## config.mk

```make
export PLATFORM = sky130hd
export DESIGN_NAME = meter_teleinfo_frame_decoder
export DESIGN_NICKNAME = d
export VERILOG_FILES = /design/src/tic_pkg.sv /design/src/tic_label_match.sv /design/src/tic_core.sv /design/src/meter_teleinfo_frame_decoder.sv
export SDC_FILE = /design/constraint.sdc
export NUM_CORES = 1
export LEC_CHECK = 0
export BUFFER_PORTS_ARGS = -buffer_cell sky130_fd_sc_hd__buf_2
export CORE_MARGIN = 2
export CORE_UTILIZATION = 60
export CTS_CLUSTER_DIAMETER = 80
export DETAILED_ROUTE_END_ITERATION = 8
export PLACE_DENSITY = 0.87
export SLEW_MARGIN = 20
export SYNTH_ARGS = -nofsm -noshare
export SYNTH_HDL_FRONTEND = slang
export SYNTH_HIERARCHICAL = 1
export SYNTH_SLANG_ARGS = --single-unit
```

## constraint.sdc

```tcl
create_clock -name clk -period 16.5 [get_ports clk]
set_input_delay 4.95 -clock clk [delete_from_list [all_inputs] [get_ports clk]]
set_output_delay 4.95 -clock clk [all_outputs]
set_load 0.01 [all_outputs]
```

## src/tic_pkg.sv

```systemverilog
package tic_pkg;

  typedef logic [6:0] char_t;

  typedef enum logic [2:0] {
    PH_IDLE,
    PH_FRAME,
    PH_LABEL,
    PH_VALUE,
    PH_CHECK,
    PH_TAIL
  } phase_t;

  localparam int NUM_LABELS = 12;
  localparam int LABEL_ID_W = 4;
  localparam int NUM_W      = 40;
  localparam int TEXT_CHARS = 8;
  localparam int TEXT_W     = 64;
  localparam int TLEN_W     = 4;
  localparam int CFG_IDX_W  = 3;

  localparam logic [NUM_W-1:0] NUM_MAX = 40'd999999999999;
  localparam char_t CHECK_BIAS = 7'h20;
  localparam char_t DIGIT_0    = 7'h30;
  localparam char_t DIGIT_9    = 7'h39;

  localparam logic KIND_GROUP  = 1'b0;
  localparam logic KIND_STATUS = 1'b1;

  // configuration register indexes
  localparam logic [CFG_IDX_W-1:0] REG_FRAME_START = 3'd0;
  localparam logic [CFG_IDX_W-1:0] REG_FRAME_END   = 3'd1;
  localparam logic [CFG_IDX_W-1:0] REG_GROUP_START = 3'd2;
  localparam logic [CFG_IDX_W-1:0] REG_GROUP_END   = 3'd3;
  localparam logic [CFG_IDX_W-1:0] REG_SEPARATOR   = 3'd4;

  localparam char_t RST_FRAME_START = 7'd2;
  localparam char_t RST_FRAME_END   = 7'd3;
  localparam char_t RST_GROUP_START = 7'd10;
  localparam char_t RST_GROUP_END   = 7'd13;
  localparam char_t RST_SEPARATOR   = 7'd32;

  typedef struct packed {
    char_t frame_start;
    char_t frame_end;
    char_t group_start;
    char_t group_end;
    char_t separator;
  } cfg_t;

  typedef struct packed {
    logic                  kind;
    logic [LABEL_ID_W-1:0] label_id;
    logic [NUM_W-1:0]      numeric;
    logic [TEXT_W-1:0]     text;
    logic [TLEN_W-1:0]     text_len;
    logic                  frame_good;
  } result_t;

  // known labels, zero padded; one extra zero column acts as terminator
  localparam logic [7:0] KNOWN_CHARS [NUM_LABELS][9] = '{
    '{"A", "D", "C", "O", 8'h00, 8'h00, 8'h00, 8'h00, 8'h00},
    '{"O", "P", "T", "A", "R", "I", "F", 8'h00, 8'h00},
    '{"I", "S", "O", "U", "S", "C", 8'h00, 8'h00, 8'h00},
    '{"B", "A", "S", "E", 8'h00, 8'h00, 8'h00, 8'h00, 8'h00},
    '{"H", "C", "H", "C", 8'h00, 8'h00, 8'h00, 8'h00, 8'h00},
    '{"H", "C", "H", "P", 8'h00, 8'h00, 8'h00, 8'h00, 8'h00},
    '{"P", "T", "E", "C", 8'h00, 8'h00, 8'h00, 8'h00, 8'h00},
    '{"I", "I", "N", "S", "T", 8'h00, 8'h00, 8'h00, 8'h00},
    '{"I", "M", "A", "X", 8'h00, 8'h00, 8'h00, 8'h00, 8'h00},
    '{"P", "A", "P", "P", 8'h00, 8'h00, 8'h00, 8'h00, 8'h00},
    '{"H", "H", "P", "H", "C", 8'h00, 8'h00, 8'h00, 8'h00},
    '{"M", "O", "T", "D", "E", "T", "A", "T", 8'h00}
  };

  localparam logic [3:0] KNOWN_LEN [NUM_LABELS] = '{
    4'd4, 4'd7, 4'd6, 4'd4, 4'd4, 4'd4, 4'd4, 4'd5, 4'd4, 4'd4, 4'd5, 4'd8
  };

endpackage

```

## src/tic_label_match.sv

```systemverilog
module tic_label_match #(
  parameter int LABEL_CHARS = 8
) (
  input  logic [LABEL_CHARS*7-1:0]          label_flat,
  output logic                              hit,
  output logic [tic_pkg::LABEL_ID_W-1:0]    id
);

  // compare through the terminator position when the label buffer reaches it
  localparam int CMP = (LABEL_CHARS > 8) ? 9 : 8;

  logic [tic_pkg::NUM_LABELS-1:0] same;

  always_comb begin
    for (int k = 0; k < tic_pkg::NUM_LABELS; k++) begin
      same[k] = 1'b1;
      for (int i = 0; i < CMP; i++) begin
        if (4'(i) <= tic_pkg::KNOWN_LEN[k] &&
            {1'b0, label_flat[i*7 +: 7]} != tic_pkg::KNOWN_CHARS[k][i]) begin
          same[k] = 1'b0;
        end
      end
    end
  end

  // lowest label index wins
  always_comb begin
    hit = 1'b0;
    id  = '0;
    for (int k = 0; k < tic_pkg::NUM_LABELS; k++) begin
      if (!hit && same[k]) begin
        hit = 1'b1;
        id  = tic_pkg::LABEL_ID_W'(k);
      end
    end
  end

endmodule

```

## src/tic_core.sv

```systemverilog
module tic_core #(
  parameter int LABEL_CHARS = 8,
  parameter int VALUE_MAX   = 19,
  parameter int GROUP_MAX   = 63
) (
  input  logic              clk,
  input  logic              rst,
  input  logic              go,
  input  tic_pkg::char_t    rx_char,
  input  tic_pkg::cfg_t     cfg,
  output logic              res_vld,
  output tic_pkg::result_t  res
);

  localparam int LL_W  = $clog2(LABEL_CHARS + 2);
  localparam int VL_W  = $clog2(VALUE_MAX + 2);
  localparam int CNT_W = $clog2(GROUP_MAX + 1);

  tic_pkg::phase_t phase, phase_next;

  logic [5:0]                  running_sum, running_sum_next;
  tic_pkg::char_t              label_chars [LABEL_CHARS];
  tic_pkg::char_t              label_chars_next [LABEL_CHARS];
  logic [LL_W-1:0]             label_len, label_len_next;
  logic [tic_pkg::NUM_W-1:0]   value_num, value_num_next;
  logic                        digits_ok, digits_ok_next;
  logic [tic_pkg::TEXT_W-1:0]  value_text, value_text_next;
  logic [VL_W-1:0]             value_len, value_len_next;
  tic_pkg::char_t              check_char, check_char_next;
  logic [1:0]                  sep_count, sep_count_next;
  logic [CNT_W-1:0]            start_count, start_count_next;
  logic [CNT_W-1:0]            end_count, end_count_next;

  logic is_fs, is_fe, is_gs, is_ge, is_sep, is_digit;
  logic [LABEL_CHARS*7-1:0] label_flat;
  logic label_hit;
  logic [tic_pkg::LABEL_ID_W-1:0] label_id;
  logic [tic_pkg::NUM_W+3:0] num_scaled;
  logic group_good;

  // control characters, first match wins
  always_comb begin
    is_fs  = (rx_char == cfg.frame_start);
    is_fe  = !is_fs && (rx_char == cfg.frame_end);
    is_gs  = !is_fs && !is_fe && (rx_char == cfg.group_start);
    is_ge  = !is_fs && !is_fe && !is_gs && (rx_char == cfg.group_end);
    is_sep = !is_fs && !is_fe && !is_gs && !is_ge && (rx_char == cfg.separator);
    is_digit = (rx_char >= tic_pkg::DIGIT_0) && (rx_char <= tic_pkg::DIGIT_9);
  end

  always_comb begin
    for (int i = 0; i < LABEL_CHARS; i++) begin
      label_flat[i*7 +: 7] = label_chars[i];
    end
  end

  tic_label_match #(
    .LABEL_CHARS (LABEL_CHARS)
  ) u_match (
    .label_flat (label_flat),
    .hit        (label_hit),
    .id         (label_id)
  );

  always_comb begin
    group_good = (phase == tic_pkg::PH_TAIL) && (sep_count >= 2'd2) &&
                 (label_len != '0) && (label_len <= LL_W'(LABEL_CHARS)) &&
                 (value_len <= VL_W'(VALUE_MAX)) &&
                 (({1'b0, running_sum} + tic_pkg::CHECK_BIAS) == check_char) &&
                 label_hit;
  end

  // next phase
  always_comb begin
    phase_next = phase;
    if (is_fs) begin
      phase_next = tic_pkg::PH_FRAME;
    end else if (phase != tic_pkg::PH_IDLE) begin
      if (is_fe) begin
        phase_next = tic_pkg::PH_IDLE;
      end else if (is_gs) begin
        phase_next = tic_pkg::PH_LABEL;
      end else if (is_ge) begin
        phase_next = tic_pkg::PH_FRAME;
      end else begin
        case (phase)
          tic_pkg::PH_LABEL: if (is_sep) phase_next = tic_pkg::PH_VALUE;
          tic_pkg::PH_VALUE: if (is_sep) phase_next = tic_pkg::PH_CHECK;
          tic_pkg::PH_CHECK: phase_next = tic_pkg::PH_TAIL;
          default:           phase_next = phase;
        endcase
      end
    end
  end

  // result
  always_comb begin
    res_vld = 1'b0;
    res     = '0;
    if (!is_fs && phase != tic_pkg::PH_IDLE) begin
      if (is_fe) begin
        res_vld        = 1'b1;
        res.kind       = tic_pkg::KIND_STATUS;
        res.frame_good = (start_count != '0) && (start_count == end_count);
      end else if (is_ge && group_good) begin
        res_vld      = 1'b1;
        res.kind     = tic_pkg::KIND_GROUP;
        res.label_id = label_id;
        res.numeric  = value_num;
        res.text     = value_text;
        res.text_len = (value_len < VL_W'(tic_pkg::TEXT_CHARS)) ?
                       tic_pkg::TLEN_W'(value_len) : tic_pkg::TLEN_W'(tic_pkg::TEXT_CHARS);
      end
    end
  end

  // group fields and counts
  always_comb begin
    running_sum_next = running_sum;
    label_chars_next = label_chars;
    label_len_next   = label_len;
    value_num_next   = value_num;
    digits_ok_next   = digits_ok;
    value_text_next  = value_text;
    value_len_next   = value_len;
    check_char_next  = check_char;
    sep_count_next   = sep_count;
    start_count_next = start_count;
    end_count_next   = end_count;
    num_scaled = ({4'b0, value_num} << 3) + ({4'b0, value_num} << 1) +
                 (tic_pkg::NUM_W+4)'(rx_char - tic_pkg::DIGIT_0);

    if (is_fs || (phase != tic_pkg::PH_IDLE && (is_fe || is_gs))) begin
      running_sum_next = '0;
      for (int i = 0; i < LABEL_CHARS; i++) label_chars_next[i] = '0;
      label_len_next   = '0;
      value_num_next   = '0;
      digits_ok_next   = 1'b1;
      value_text_next  = '0;
      value_len_next   = '0;
      check_char_next  = '0;
      sep_count_next   = '0;
      if (is_fs) begin
        start_count_next = '0;
        end_count_next   = '0;
      end else if (is_gs && start_count < CNT_W'(GROUP_MAX)) begin
        start_count_next = start_count + 1'b1;
      end
    end else if (phase != tic_pkg::PH_IDLE && is_ge) begin
      if (end_count < CNT_W'(GROUP_MAX)) end_count_next = end_count + 1'b1;
    end else begin
      case (phase)
        tic_pkg::PH_LABEL: begin
          running_sum_next = running_sum + rx_char[5:0];
          if (is_sep) begin
            sep_count_next = 2'd1;
          end else if (label_len < LL_W'(LABEL_CHARS)) begin
            for (int i = 0; i < LABEL_CHARS; i++) begin
              if (label_len == LL_W'(i)) label_chars_next[i] = rx_char;
            end
            label_len_next = label_len + 1'b1;
          end else begin
            label_len_next = LL_W'(LABEL_CHARS + 1);
          end
        end
        tic_pkg::PH_VALUE: begin
          if (is_sep) begin
            sep_count_next = 2'd2;
          end else begin
            running_sum_next = running_sum + rx_char[5:0];
            if (value_len >= VL_W'(VALUE_MAX)) begin
              value_len_next = VL_W'(VALUE_MAX + 1);
            end else begin
              // first character lands in the top byte
              for (int b = 0; b < tic_pkg::TEXT_CHARS; b++) begin
                if (value_len == VL_W'(tic_pkg::TEXT_CHARS - 1 - b)) begin
                  value_text_next[b*8 +: 8] = {1'b0, rx_char};
                end
              end
              value_len_next = value_len + 1'b1;
              if (digits_ok && is_digit) begin
                if (num_scaled > {4'b0, tic_pkg::NUM_MAX}) begin
                  value_num_next = tic_pkg::NUM_MAX;
                end else begin
                  value_num_next = num_scaled[tic_pkg::NUM_W-1:0];
                end
              end else begin
                digits_ok_next = 1'b0;
              end
            end
          end
        end
        tic_pkg::PH_CHECK: check_char_next = rx_char;
        default: ;
      endcase
    end
  end

  always_ff @(posedge clk) begin
    if (rst) begin
      phase       <= tic_pkg::PH_IDLE;
      running_sum <= '0;
      for (int i = 0; i < LABEL_CHARS; i++) label_chars[i] <= '0;
      label_len   <= '0;
      value_num   <= '0;
      digits_ok   <= 1'b1;
      value_text  <= '0;
      value_len   <= '0;
      check_char  <= '0;
      sep_count   <= '0;
      start_count <= '0;
      end_count   <= '0;
    end else if (go) begin
      phase       <= phase_next;
      running_sum <= running_sum_next;
      label_chars <= label_chars_next;
      label_len   <= label_len_next;
      value_num   <= value_num_next;
      digits_ok   <= digits_ok_next;
      value_text  <= value_text_next;
      value_len   <= value_len_next;
      check_char  <= check_char_next;
      sep_count   <= sep_count_next;
      start_count <= start_count_next;
      end_count   <= end_count_next;
    end
  end

endmodule

```

## src/meter_teleinfo_frame_decoder.sv

```systemverilog
// Teleinformation frame decoder: takes one 7-bit received character per transfer on the
// slave stream and parses frames, groups, labels, values and checksums. A result leaves on
// the master stream for every well-formed group with a good checksum, a known label and a
// value within VALUE_MAX characters (tuser low), and for every frame end inside a frame
// (tuser high, status in frame_good). A character is taken every cycle unless the output
// register stalls, which alone holds the flow; the single-pass parse step lies between
// the input and the output register, which offers the result. Control characters are
// set by the write port and should be changed only while no character is in flight.
module meter_teleinfo_frame_decoder #(
  parameter int LABEL_CHARS = 8,
  parameter int VALUE_MAX   = 19,
  parameter int GROUP_MAX   = 63
) (
  input  logic          clk,
  input  logic          rst,
  input  logic          s_tvalid,
  output logic          s_tready,
  input  logic [7:0]    s_tdata,   // rx_char[6:0], zero bit
  output logic          m_tvalid,
  input  logic          m_tready,
  // label_id[3:0], numeric_value[43:4], text_value[107:44], text_length[111:108],
  // frame_good[112], zeros
  output logic [119:0]  m_tdata,
  output logic          m_tuser,   // result_kind
  input  logic          cfg_wen,
  input  logic [2:0]    cfg_index,
  input  logic [6:0]    cfg_data
);

  tic_pkg::cfg_t    cfg;
  tic_pkg::char_t   in_char;
  logic             in_vld;
  logic             go;
  logic             res_vld;
  tic_pkg::result_t res;
  tic_pkg::result_t out_res;

  always_ff @(posedge clk) begin
    if (rst) begin
      cfg.frame_start <= tic_pkg::RST_FRAME_START;
      cfg.frame_end   <= tic_pkg::RST_FRAME_END;
      cfg.group_start <= tic_pkg::RST_GROUP_START;
      cfg.group_end   <= tic_pkg::RST_GROUP_END;
      cfg.separator   <= tic_pkg::RST_SEPARATOR;
    end else if (cfg_wen) begin
      case (cfg_index)
        tic_pkg::REG_FRAME_START: cfg.frame_start <= cfg_data;
        tic_pkg::REG_FRAME_END:   cfg.frame_end   <= cfg_data;
        tic_pkg::REG_GROUP_START: cfg.group_start <= cfg_data;
        tic_pkg::REG_GROUP_END:   cfg.group_end   <= cfg_data;
        tic_pkg::REG_SEPARATOR:   cfg.separator   <= cfg_data;
        default: ;
      endcase
    end
  end

  // parse step runs when the output register is free or being emptied
  assign go       = in_vld && (!m_tvalid || m_tready);
  assign s_tready = !in_vld || go;

  always_ff @(posedge clk) begin
    if (rst) begin
      in_vld <= 1'b0;
    end else if (s_tvalid && s_tready) begin
      in_vld <= 1'b1;
    end else if (go) begin
      in_vld <= 1'b0;
    end
  end

  always_ff @(posedge clk) begin
    if (s_tvalid && s_tready) in_char <= s_tdata[6:0];
  end

  tic_core #(
    .LABEL_CHARS (LABEL_CHARS),
    .VALUE_MAX   (VALUE_MAX),
    .GROUP_MAX   (GROUP_MAX)
  ) u_core (
    .clk     (clk),
    .rst     (rst),
    .go      (go),
    .rx_char (in_char),
    .cfg     (cfg),
    .res_vld (res_vld),
    .res     (res)
  );

  always_ff @(posedge clk) begin
    if (rst) begin
      m_tvalid <= 1'b0;
    end else if (go && res_vld) begin
      m_tvalid <= 1'b1;
    end else if (m_tready) begin
      m_tvalid <= 1'b0;
    end
  end

  always_ff @(posedge clk) begin
    if (go && res_vld) out_res <= res;
  end

  assign m_tdata = {7'b0, out_res.frame_good, out_res.text_len, out_res.text,
                    out_res.numeric, out_res.label_id};
  assign m_tuser = out_res.kind;

endmodule
```

# Word level (Yosys, flattened, before mapping)
# Index checks and enable logic that the tools add are counted.
# word_totals
output_inout_bits,123
register_bits,358
# classes
bitwise,3
order_cmp,11
n_addsub,9
n_eq_ne,86
reduce_logical,130
muxes,170
# op_table
operator,count
$ne A7 B7 Y1 const B,47
$mux W64,5
$mux W40,7
$mux W56,5
$reduce_and A6 Y1,18
$mux W1,90
$mux W7,11
$mux W4,16
$mux W8,8
$mux W6,9
$reduce_bool A2 Y1,27
$add A43 B41 Y44,1
$add A44 B44 Y44,1
$gt A44 B40 Y1 const B,1
$eq A7 B7 Y1,6
$logic_and A1 B1 Y1,35
$reduce_bool A7 Y1,5
$mux W5,5
$mux W3,7
$eq A5 B3 Y1 const B,4
$logic_not A1 Y1,17
$eq A4 B3 Y1 const B,4
$reduce_and A4 Y1,4
$add A6 B1 Y6 const B,2
45 further kinds,74

# Depth between registers and ports, before layout
# Gate-level depths: netlist (run 1).
# depth
ltp_word,48
ltp_mapped,19

# Modules after synthesis
# The synthesis (run 1) kept the hierarchy.
# modules_own_cells
mod,area_per_inst_um2,n_inst,seq_area_each_um2,cells_per_inst
tic_core,12927.4,1,3823.7,1503
meter_teleinfo_frame_decoder,5220.0,1,4374.2,275
tic_label_match,728.2,1,0.0,116

# Least setup slack after synthesis (run 1)
# Ideal clock, no wire load.
# synth_timing
path_type,input -> output
start,input m_tready
end,output s_tready
arrival_time_ns,5.158
slack_ns,6.392
stages,1
required_time_ns,11.550
cell_sequence,nand3b_1
# synth_via
elab_chain_len,3
# synth_rtl
element,line_no,rtl
start: declaration,meter_teleinfo_frame_decoder.sv:20,"input logic m_tready,"
$logic_or A1 B1 Y1,meter_teleinfo_frame_decoder.sv:58,assign go = in_vld && (!m_tvalid || m_tready);
$logic_and A1 B1 Y1,meter_teleinfo_frame_decoder.sv:58,
$logic_or A1 B1 Y1,meter_teleinfo_frame_decoder.sv:59,assign s_tready = !in_vld || go;
end: declaration,meter_teleinfo_frame_decoder.sv:17,"output logic s_tready,"
# Every way passes these cells.

# Worst setup path in the final report (run 1)
# Same ends and word-level chain as after synthesis.

==> run_results.csv, run 1 <==
group,metric,value,unit
logic_synthesis,yosysMostFrequentCell,"dfxtp_1",
cells_and_area,syn_to_final_growth,10.2,%
clock_network,cts_setup_buffers,0,
clock_network,clk_pin_slew_worst_paths,0.05,ns
setup_path,crit_buf_inv,2,
outcome,status,"finished clean",
logic_synthesis,yosysTopAreaCell,"dfxtp_1",
power_and_ir_drop,p_total,0.00178,W
floorplanning,boundaryPins,146,
clock_network,htreeDepth,2,
cells_and_area,n_antenna_cell,0,
placed_design,gp_congestion,0.962,
sta,whs,0.458,ns
placed_design,dp_hpwl,31900,um
setup_path,endpoint_kind,"output port",
sta,rsz0062_at_grt,"no",
setup_path,cp.arrival,5.37,ns
global_route,grt_pass1_vias,14548,
sta,fin_crit_sh,0.626,
power_and_ir_drop,ir_drop,63.8,uV
logic_synthesis,synthTopCellsByArea,"dfxtp_1, edfxtp_1, and2_1, fa_1, ha_1",
floorplanning,dieWidth,181,um
clock_network,cts_buffers,37,
setup_path,slowest_stage,"nand3b_1",
setup_path,worstPathCellList,"buf_2, nand3b_1, buf_2",
floorplanning,coreArea,30700,sq um
logic_synthesis,synth_enable_flop_cells,121,
clock_network,cts_tree,"done",
logic_synthesis,synth_ff_type,"dfxtp_1",
global_route,grt_first_pass_wirelength,75800,um
flow_run,maxCapViolations,0,
logic_synthesis,netlist.area_leader.share,0.242,
logic_synthesis,yosysSeqAreaShare,0.434,
logic_synthesis,netlist_area,18900,sq um
setup_path,crit_type,"in -> out",
logic_synthesis,yosysWarnings,6,
sta,skew,0.0140,ns
logic_synthesis,synth_commonest_cells,"dfxtp_1, nor2_1, and2_1, edfxtp_1, a21oi_1",
detailed_routing,wirelength,47100,um
hold_path,hp-class,"reg -> reg",
logic_synthesis,avgSynthCellArea,9.97,sq um
sta,relSlewSlack,0.287,
clock_network,cts_resized,0,
power_and_ir_drop,power_density,85.7,nW/um^2
global_route,grt_max_degree,114,
clock_network,cts-hold-fix-buffers,0,
detailed_routing,vias_per_cell,6.27,
logic_synthesis,synth-seq-cells,349,
cells_and_area,layout-drive-gt1-share,0.127,
sta,worst_slew_pin_slew,1.05,ns
setup_path,crit_family,"buffers and inverters",
power_and_ir_drop,leakage,7.96,nW
setup_path,path_common_cell,"buf_2",
detailed_routing,drt_pass1_iterations,6,
placed_design,port_buffers,137,
cells_and_area,final_cells,2395,
setup_path,worstSetupStartpointType,"input pin",
clock_network,cts_root_buf,"clkbuf_16",
floorplanning,floorplan.initialDensity,0.614,
sta,slew_violations,0,
logic_synthesis,ys_types,97,
detailed_routing,post_drt_wl_per_cell,19.7,um
global_route,grtUsageTotal,0.282,
sta,max_freq,96.9,MHz
detailed_routing,drc,0,
floorplanning,row_count,64,
setup_path,path_max_fanout,3,
clock_network,clock-sinks,349,
floorplanning,die-area,32900,sq um
clock_network,clock_path_buffers,3,
logic_synthesis,syn_inst,1894,
placed_design,post-place-cells,2329,
logic_synthesis,async_flop_share,0,
floorplanning,die_h,181,um
detailed_routing,ant_nets,0,
sta,hold_viol_final,0,
setup_path,cpPeakStageDelay,0.17,ns
setup_path,cp.required,11.55,ns
sta,period_needed,10.32,ns
sta,setup_tns,0,ns
detailed_routing,drt_iter0_drc,1766,
clock_network,worstSkewPairLatency,0.54,ns
cells_and_area,final_nets,2099,
sta,setup_viol,0,
global_route,overflow,0,
global_route,antenna_found_initial,1,
detailed_routing,vias,15027,
==> cell type report <==
type	count	area (sq um)
clock buffer	51	1010
clock inverter	15	155
fill	2329	9940
inverter	31	116
multi-input combinational	1399	10000
sequential	349	8200
tap	396	495
timing repair buffer	154	820
==> metrics by stage <==
stage / setup WS (ns) / area, sq um / utilization
finish: 6.18 / 20800 / 0.677
global route: 6.14 / 20800 / 0.677
CTS: 6.17 / 20800 / 0.677
detailed placement: 6.17 / 19600 / 0.639
global placement: 6.18 / 19600 / 0.639
floorplan: 6.39 / 18900 / -
==> state kept, by name (all words and copies together), names as in the netlist, 6 cells and up <==
| signal | cells |
|---|---|
| m_tdata | 113 |
| u_core/label_chars | 56 |
| u_core/value_text | 56 |
| u_core/value_num | 40 |
| cfg | 35 |
| in_char | 7 |
| u_core/check_char | 7 |
| u_core/end_count | 6 |
| u_core/running_sum | 6 |
| u_core/start_count | 6 |
==> worst reg2reg max path, cell delays in order (launching register included) <==
cell and delay [ns]:
edfxtp_1 0.78, a21oi_4 0.25, buf_4 0.54, fa_1 0.57, ha_1 0.43, a21oi_2 0.23
o211ai_1 0.11, a31oi_1 0.50, o21ai_1 0.25, nor2b_1 0.21, o311ai_2 0.50, nand4_1 0.18
a211oi_2 0.36, a2111oi_4 0.18, nor2b_4 0.75, a311oi_2 0.21
==> placed cells by master (no fill, tap or decap), types with 27 or more instances in the layout <==
cell / synthesis / layout
nand3_1: 27 / 27
xnor2_1: 46 / 46
inv_1: 31 / 31
a22oi_1: 41 / 41
fa_1: 40 / 40
nand2_1: 87 / 87
edfxtp_1: 121 / 121
mux2i_1: 80 / 80
ha_1: 64 / 64
a32oi_1: 41 / 41
buf_2: 14 / 136
clkbuf_16: 0 / 37
o21ai_0: 51 / 51
nand2b_1: 46 / 46
nor2_1: 208 / 208
a21o_1: 27 / 27
nand4_1: 34 / 34
dfxtp_1: 228 / 228
xor2_1: 49 / 49
a21oi_1: 108 / 107
and2_1: 132 / 132
==> kinds of logic (layout without fill, tap and decap cells) <==
family                     count (synthesis)  after routing  share of synthesized area
other                                      2             15                   0.000398
and+or+nand+nor                          708            708                      0.206
buffers and inverters                    159            251                     0.0388
xor gates and xnor gates                  95             95                     0.0441
adders and majority gates                104            104                     0.0848
DFF                                      349            349                      0.434
muxes                                     80             80                     0.0424
AOI/OAI and AO/OA                        397            397                      0.149
==> metal layers <==
metal	GRT usage	part of all wire	vias up
li1	-	-	6991
met1	0.386	0.43	7250
met2	0.456	0.47	687
met3	0.0482	0.073	99
met4	0.0924	0.027	0
met5	0	0	-
==> power breakdown <==
| part | internal [W] | total, W | switching, W | leakage (nW) |
|---|---|---|---|---|
| clock | 0.000450 | 0.000795 | 0.000345 | 0.559 |
| combinational | 0.0000317 | 0.0000986 | 0.0000668 | 4.70 |
| sequential | 0.000887 | 0.000890 | 0.00000289 | 2.71 |
| total | 0.00137 | 0.00178 | 0.000414 | 7.96 |
==> path summary, 6_finish.rpt <==
path | slack (ns) | end | from | cells past startpoint
setup reg to reg | 10.29 | u_core/value_num[18] | in_char[6] | 15
hold reg to reg | 0.46 | u_core/sep_count[1] | u_core/sep_count[1] | 2
setup / recovery | 6.18 | s_tready | m_tready | 3
hold / removal | 0.46 | u_core/sep_count[1] | u_core/sep_count[1] | 2
Power figures use the tool's default switching activity.
==> inputs of run 2 (changes only) <==
Settings changed: ABC_AREA set to 1, PLACE_DENSITY 0.87 to 0.86.
Clock period 16.5 ns to 9.97 ns, I/O delays scaled along.
==> run_results.csv, run 2 <==
group,metric,value,unit
sta,skew,0.0207,ns
global_route,grt_pass1_vias,16772,
cells_and_area,utilization,0.675,
sta,worst_slew_pin_slew,0.975,ns
logic_synthesis,synth_commonest_cells,"nand2_1, inv_1, nor2_1, dfxtp_1, a21oi_1",
logic_synthesis,avgSynthCellArea,7.33,sq um
clock_network,cts_tree,"done",
logic_synthesis,synth-seq-cells,349,
sta,relSlewSlack,0.346,
power_and_ir_drop,ir_drop,146,uV
setup_path,cpPeakStageDelay,0.16,ns
logic_synthesis,netlist.area_leader.share,0.229,
setup_path,path_common_cell,"buf_2",
cells_and_area,syn_to_final_growth,10.6,%
logic_synthesis,yosysTopAreaCell,"dfxtp_1",
sta,whs,0.461,ns
sta,setup_viol,0,
logic_synthesis,ys_types,49,
detailed_routing,post_drt_wl_per_cell,16.1,um
logic_synthesis,syn_inst,2719,
placed_design,port_buffers,137,
placed_design,post-place-cells,3219,
setup_path,cp.required,6.98,ns
clock_network,cts_buffers,37,
floorplanning,dieWidth,186,um
logic_synthesis,synth_enable_flop_cells,121,
detailed_routing,drc,0,
detailed_routing,vias_per_cell,5.48,
sta,slew_violations,0,
sta,rsz0062_at_grt,"no",
setup_path,slowest_stage,"buf_2",
floorplanning,die_h,186,um
sta,max_freq,156,MHz
logic_synthesis,yosysMostFrequentCell,"nand2_1",
outcome,status,"finished clean",
setup_path,worstPathCellList,"buf_2, inv_1, nand3_1, buf_2",
logic_synthesis,async_flop_share,0,
detailed_routing,wirelength,52800,um
flow_run,maxCapViolations,0,
power_and_ir_drop,power_density,136,nW/um^2
cells_and_area,layout_common_cells,"nand2_1, inv_1, nor2_1",
sta,fin_crit_sh,0.644,
hold_path,hp-class,"reg -> reg",
power_and_ir_drop,p_total,0.00301,W
clock_network,cts_setup_buffers,0,
logic_synthesis,synth_ff_type,"dfxtp_1",
clock_network,clk_pin_slew_worst_paths,0.06,ns
logic_synthesis,yosysSeqAreaShare,0.412,
floorplanning,coreArea,32600,sq um
logic_synthesis,yosysWarnings,6,
global_route,antenna_found_initial,0,
clock_network,clock_path_buffers,3,
detailed_routing,vias,18008,
floorplanning,die-area,34700,sq um
clock_network,worstSkewPairLatency,0.53,ns
clock_network,cts_resized,0,
floorplanning,row_count,66,
placed_design,dp_hpwl,37700,um
cells_and_area,fillers,2740,
global_route,grt_max_degree,103,
setup_path,cp.arrival,3.43,ns
detailed_routing,drt_iter0_drc,1844,
global_route,overflow,0,
cells_and_area,n_antenna_cell,0,
clock_network,clock-sinks,349,
setup_path,path_max_fanout,3,
setup_path,endpoint_kind,"output port",
cells_and_area,largest_register_ff_count,113,
clock_network,cts-hold-fix-buffers,0,
power_and_ir_drop,leakage,9.87,nW
clock_network,htreeDepth,2,
global_route,grtUsageTotal,0.307,
logic_synthesis,netlist_area,19900,sq um
global_route,grt_first_pass_wirelength,84800,um
detailed_routing,ant_nets,0,
sta,hold_viol_final,0,
cells_and_area,layout-drive-gt1-share,0.0889,
setup_path,worstSetupStartpointType,"input pin",
sta,setup_tns,0,ns
setup_path,crit_type,"in -> out",
sta,period_needed,6.42,ns
cells_and_area,final_nets,2944,
placed_design,gp_congestion,0.999,
floorplanning,floorplan.initialDensity,0.611,
clock_network,cts_root_buf,"clkbuf_16",
cells_and_area,final_common_cell,"nand2_1",
floorplanning,boundaryPins,146,
logic_synthesis,synthTopCellsByArea,"dfxtp_1, edfxtp_1, nand2_1, inv_1, nor2_1",
cells_and_area,final_cells,3287,
detailed_routing,drt_pass1_iterations,6,
==> run 2: cell types whose count changed in the layout (fill, tap and decap cells not counted), moves of 22 or more <==
cell,before,now
a22oi_1,41,0
a21oi_1,107,223
and2_1,132,5
and3_1,22,0
mux2i_1,80,0
o21ai_0,51,145
nand2_1,87,592
xor2_1,49,17
nand3_1,27,159
a21o_1,27,3
inv_1,31,410
nor2_1,208,392
a32oi_1,41,0
nand2b_1,46,0
==> run 2: final cells by class <==
type	instances	area, sq um	share of cell area
multi-input combinational	1863	9740	0.442
sequential	349	8200	0.372
inverter	418	1570	0.0712
clock buffer	51	1020	0.0464
timing repair buffer	148	796	0.0361
tap	442	553	0.0251
clock inverter	16	146	0.00665
==> run 2: critical path, delay by kind of cell <==
kind                   cells  cell delay [ns]
buffers and inverters      3             0.32
and+or+nand+nor            1             0.11
==> run 2: logic make-up after synthesis <==
family / after synthesis / share of synthesized area
other cells: 2 / 0.000377
simple gates: 1278 / 0.272
flops: 349 / 0.412
fa+ha+maj: 104 / 0.0804
compound gates: 411 / 0.108
xor+xnor: 55 / 0.0242
buf+inv: 520 / 0.104
==> run 2: final timing paths <==
path,start,endpoint,slack (ns),cells past startpoint
max,m_tready,s_tready,3.55,4
min,u_core/check_char[0],u_core/check_char[0],0.46,2
max reg2reg,in_char[5],u_core/value_num[8],4.38,22
min reg2reg,u_core/check_char[0],u_core/check_char[0],0.46,2
==> run 2: power breakdown <==
group / total (W) / switching (W) / internal [W]
Sequential: 0.00148 / 0.0000123 / 0.00147
Combinational: 0.000176 / 0.000123 / 0.0000533
Clock: 0.00135 / 0.000574 / 0.000773
==> run 2: stage by stage <==
stage / worst slack [ns] / instance area [sq um]
finish: 3.55 / 22000
global route: 3.52 / 22000
CTS: 3.55 / 22000
detailed placement: 3.56 / 20800
global placement: 3.58 / 20800
floorplan: 1.48 / 20000
==> run 2: layer usage <==
| metal | track usage | up-vias | routed length, um |
|---|---|---|---|
| met5 | 0 | - | 0 |
| met3 | 0.0389 | 108 | 3830 |
| met2 | 0.514 | 724 | 24300 |
| met1 | 0.420 | 8317 | 23300 |
| li1 | - | 8859 | - |
| met4 | 0.0876 | 0 | 1330 |
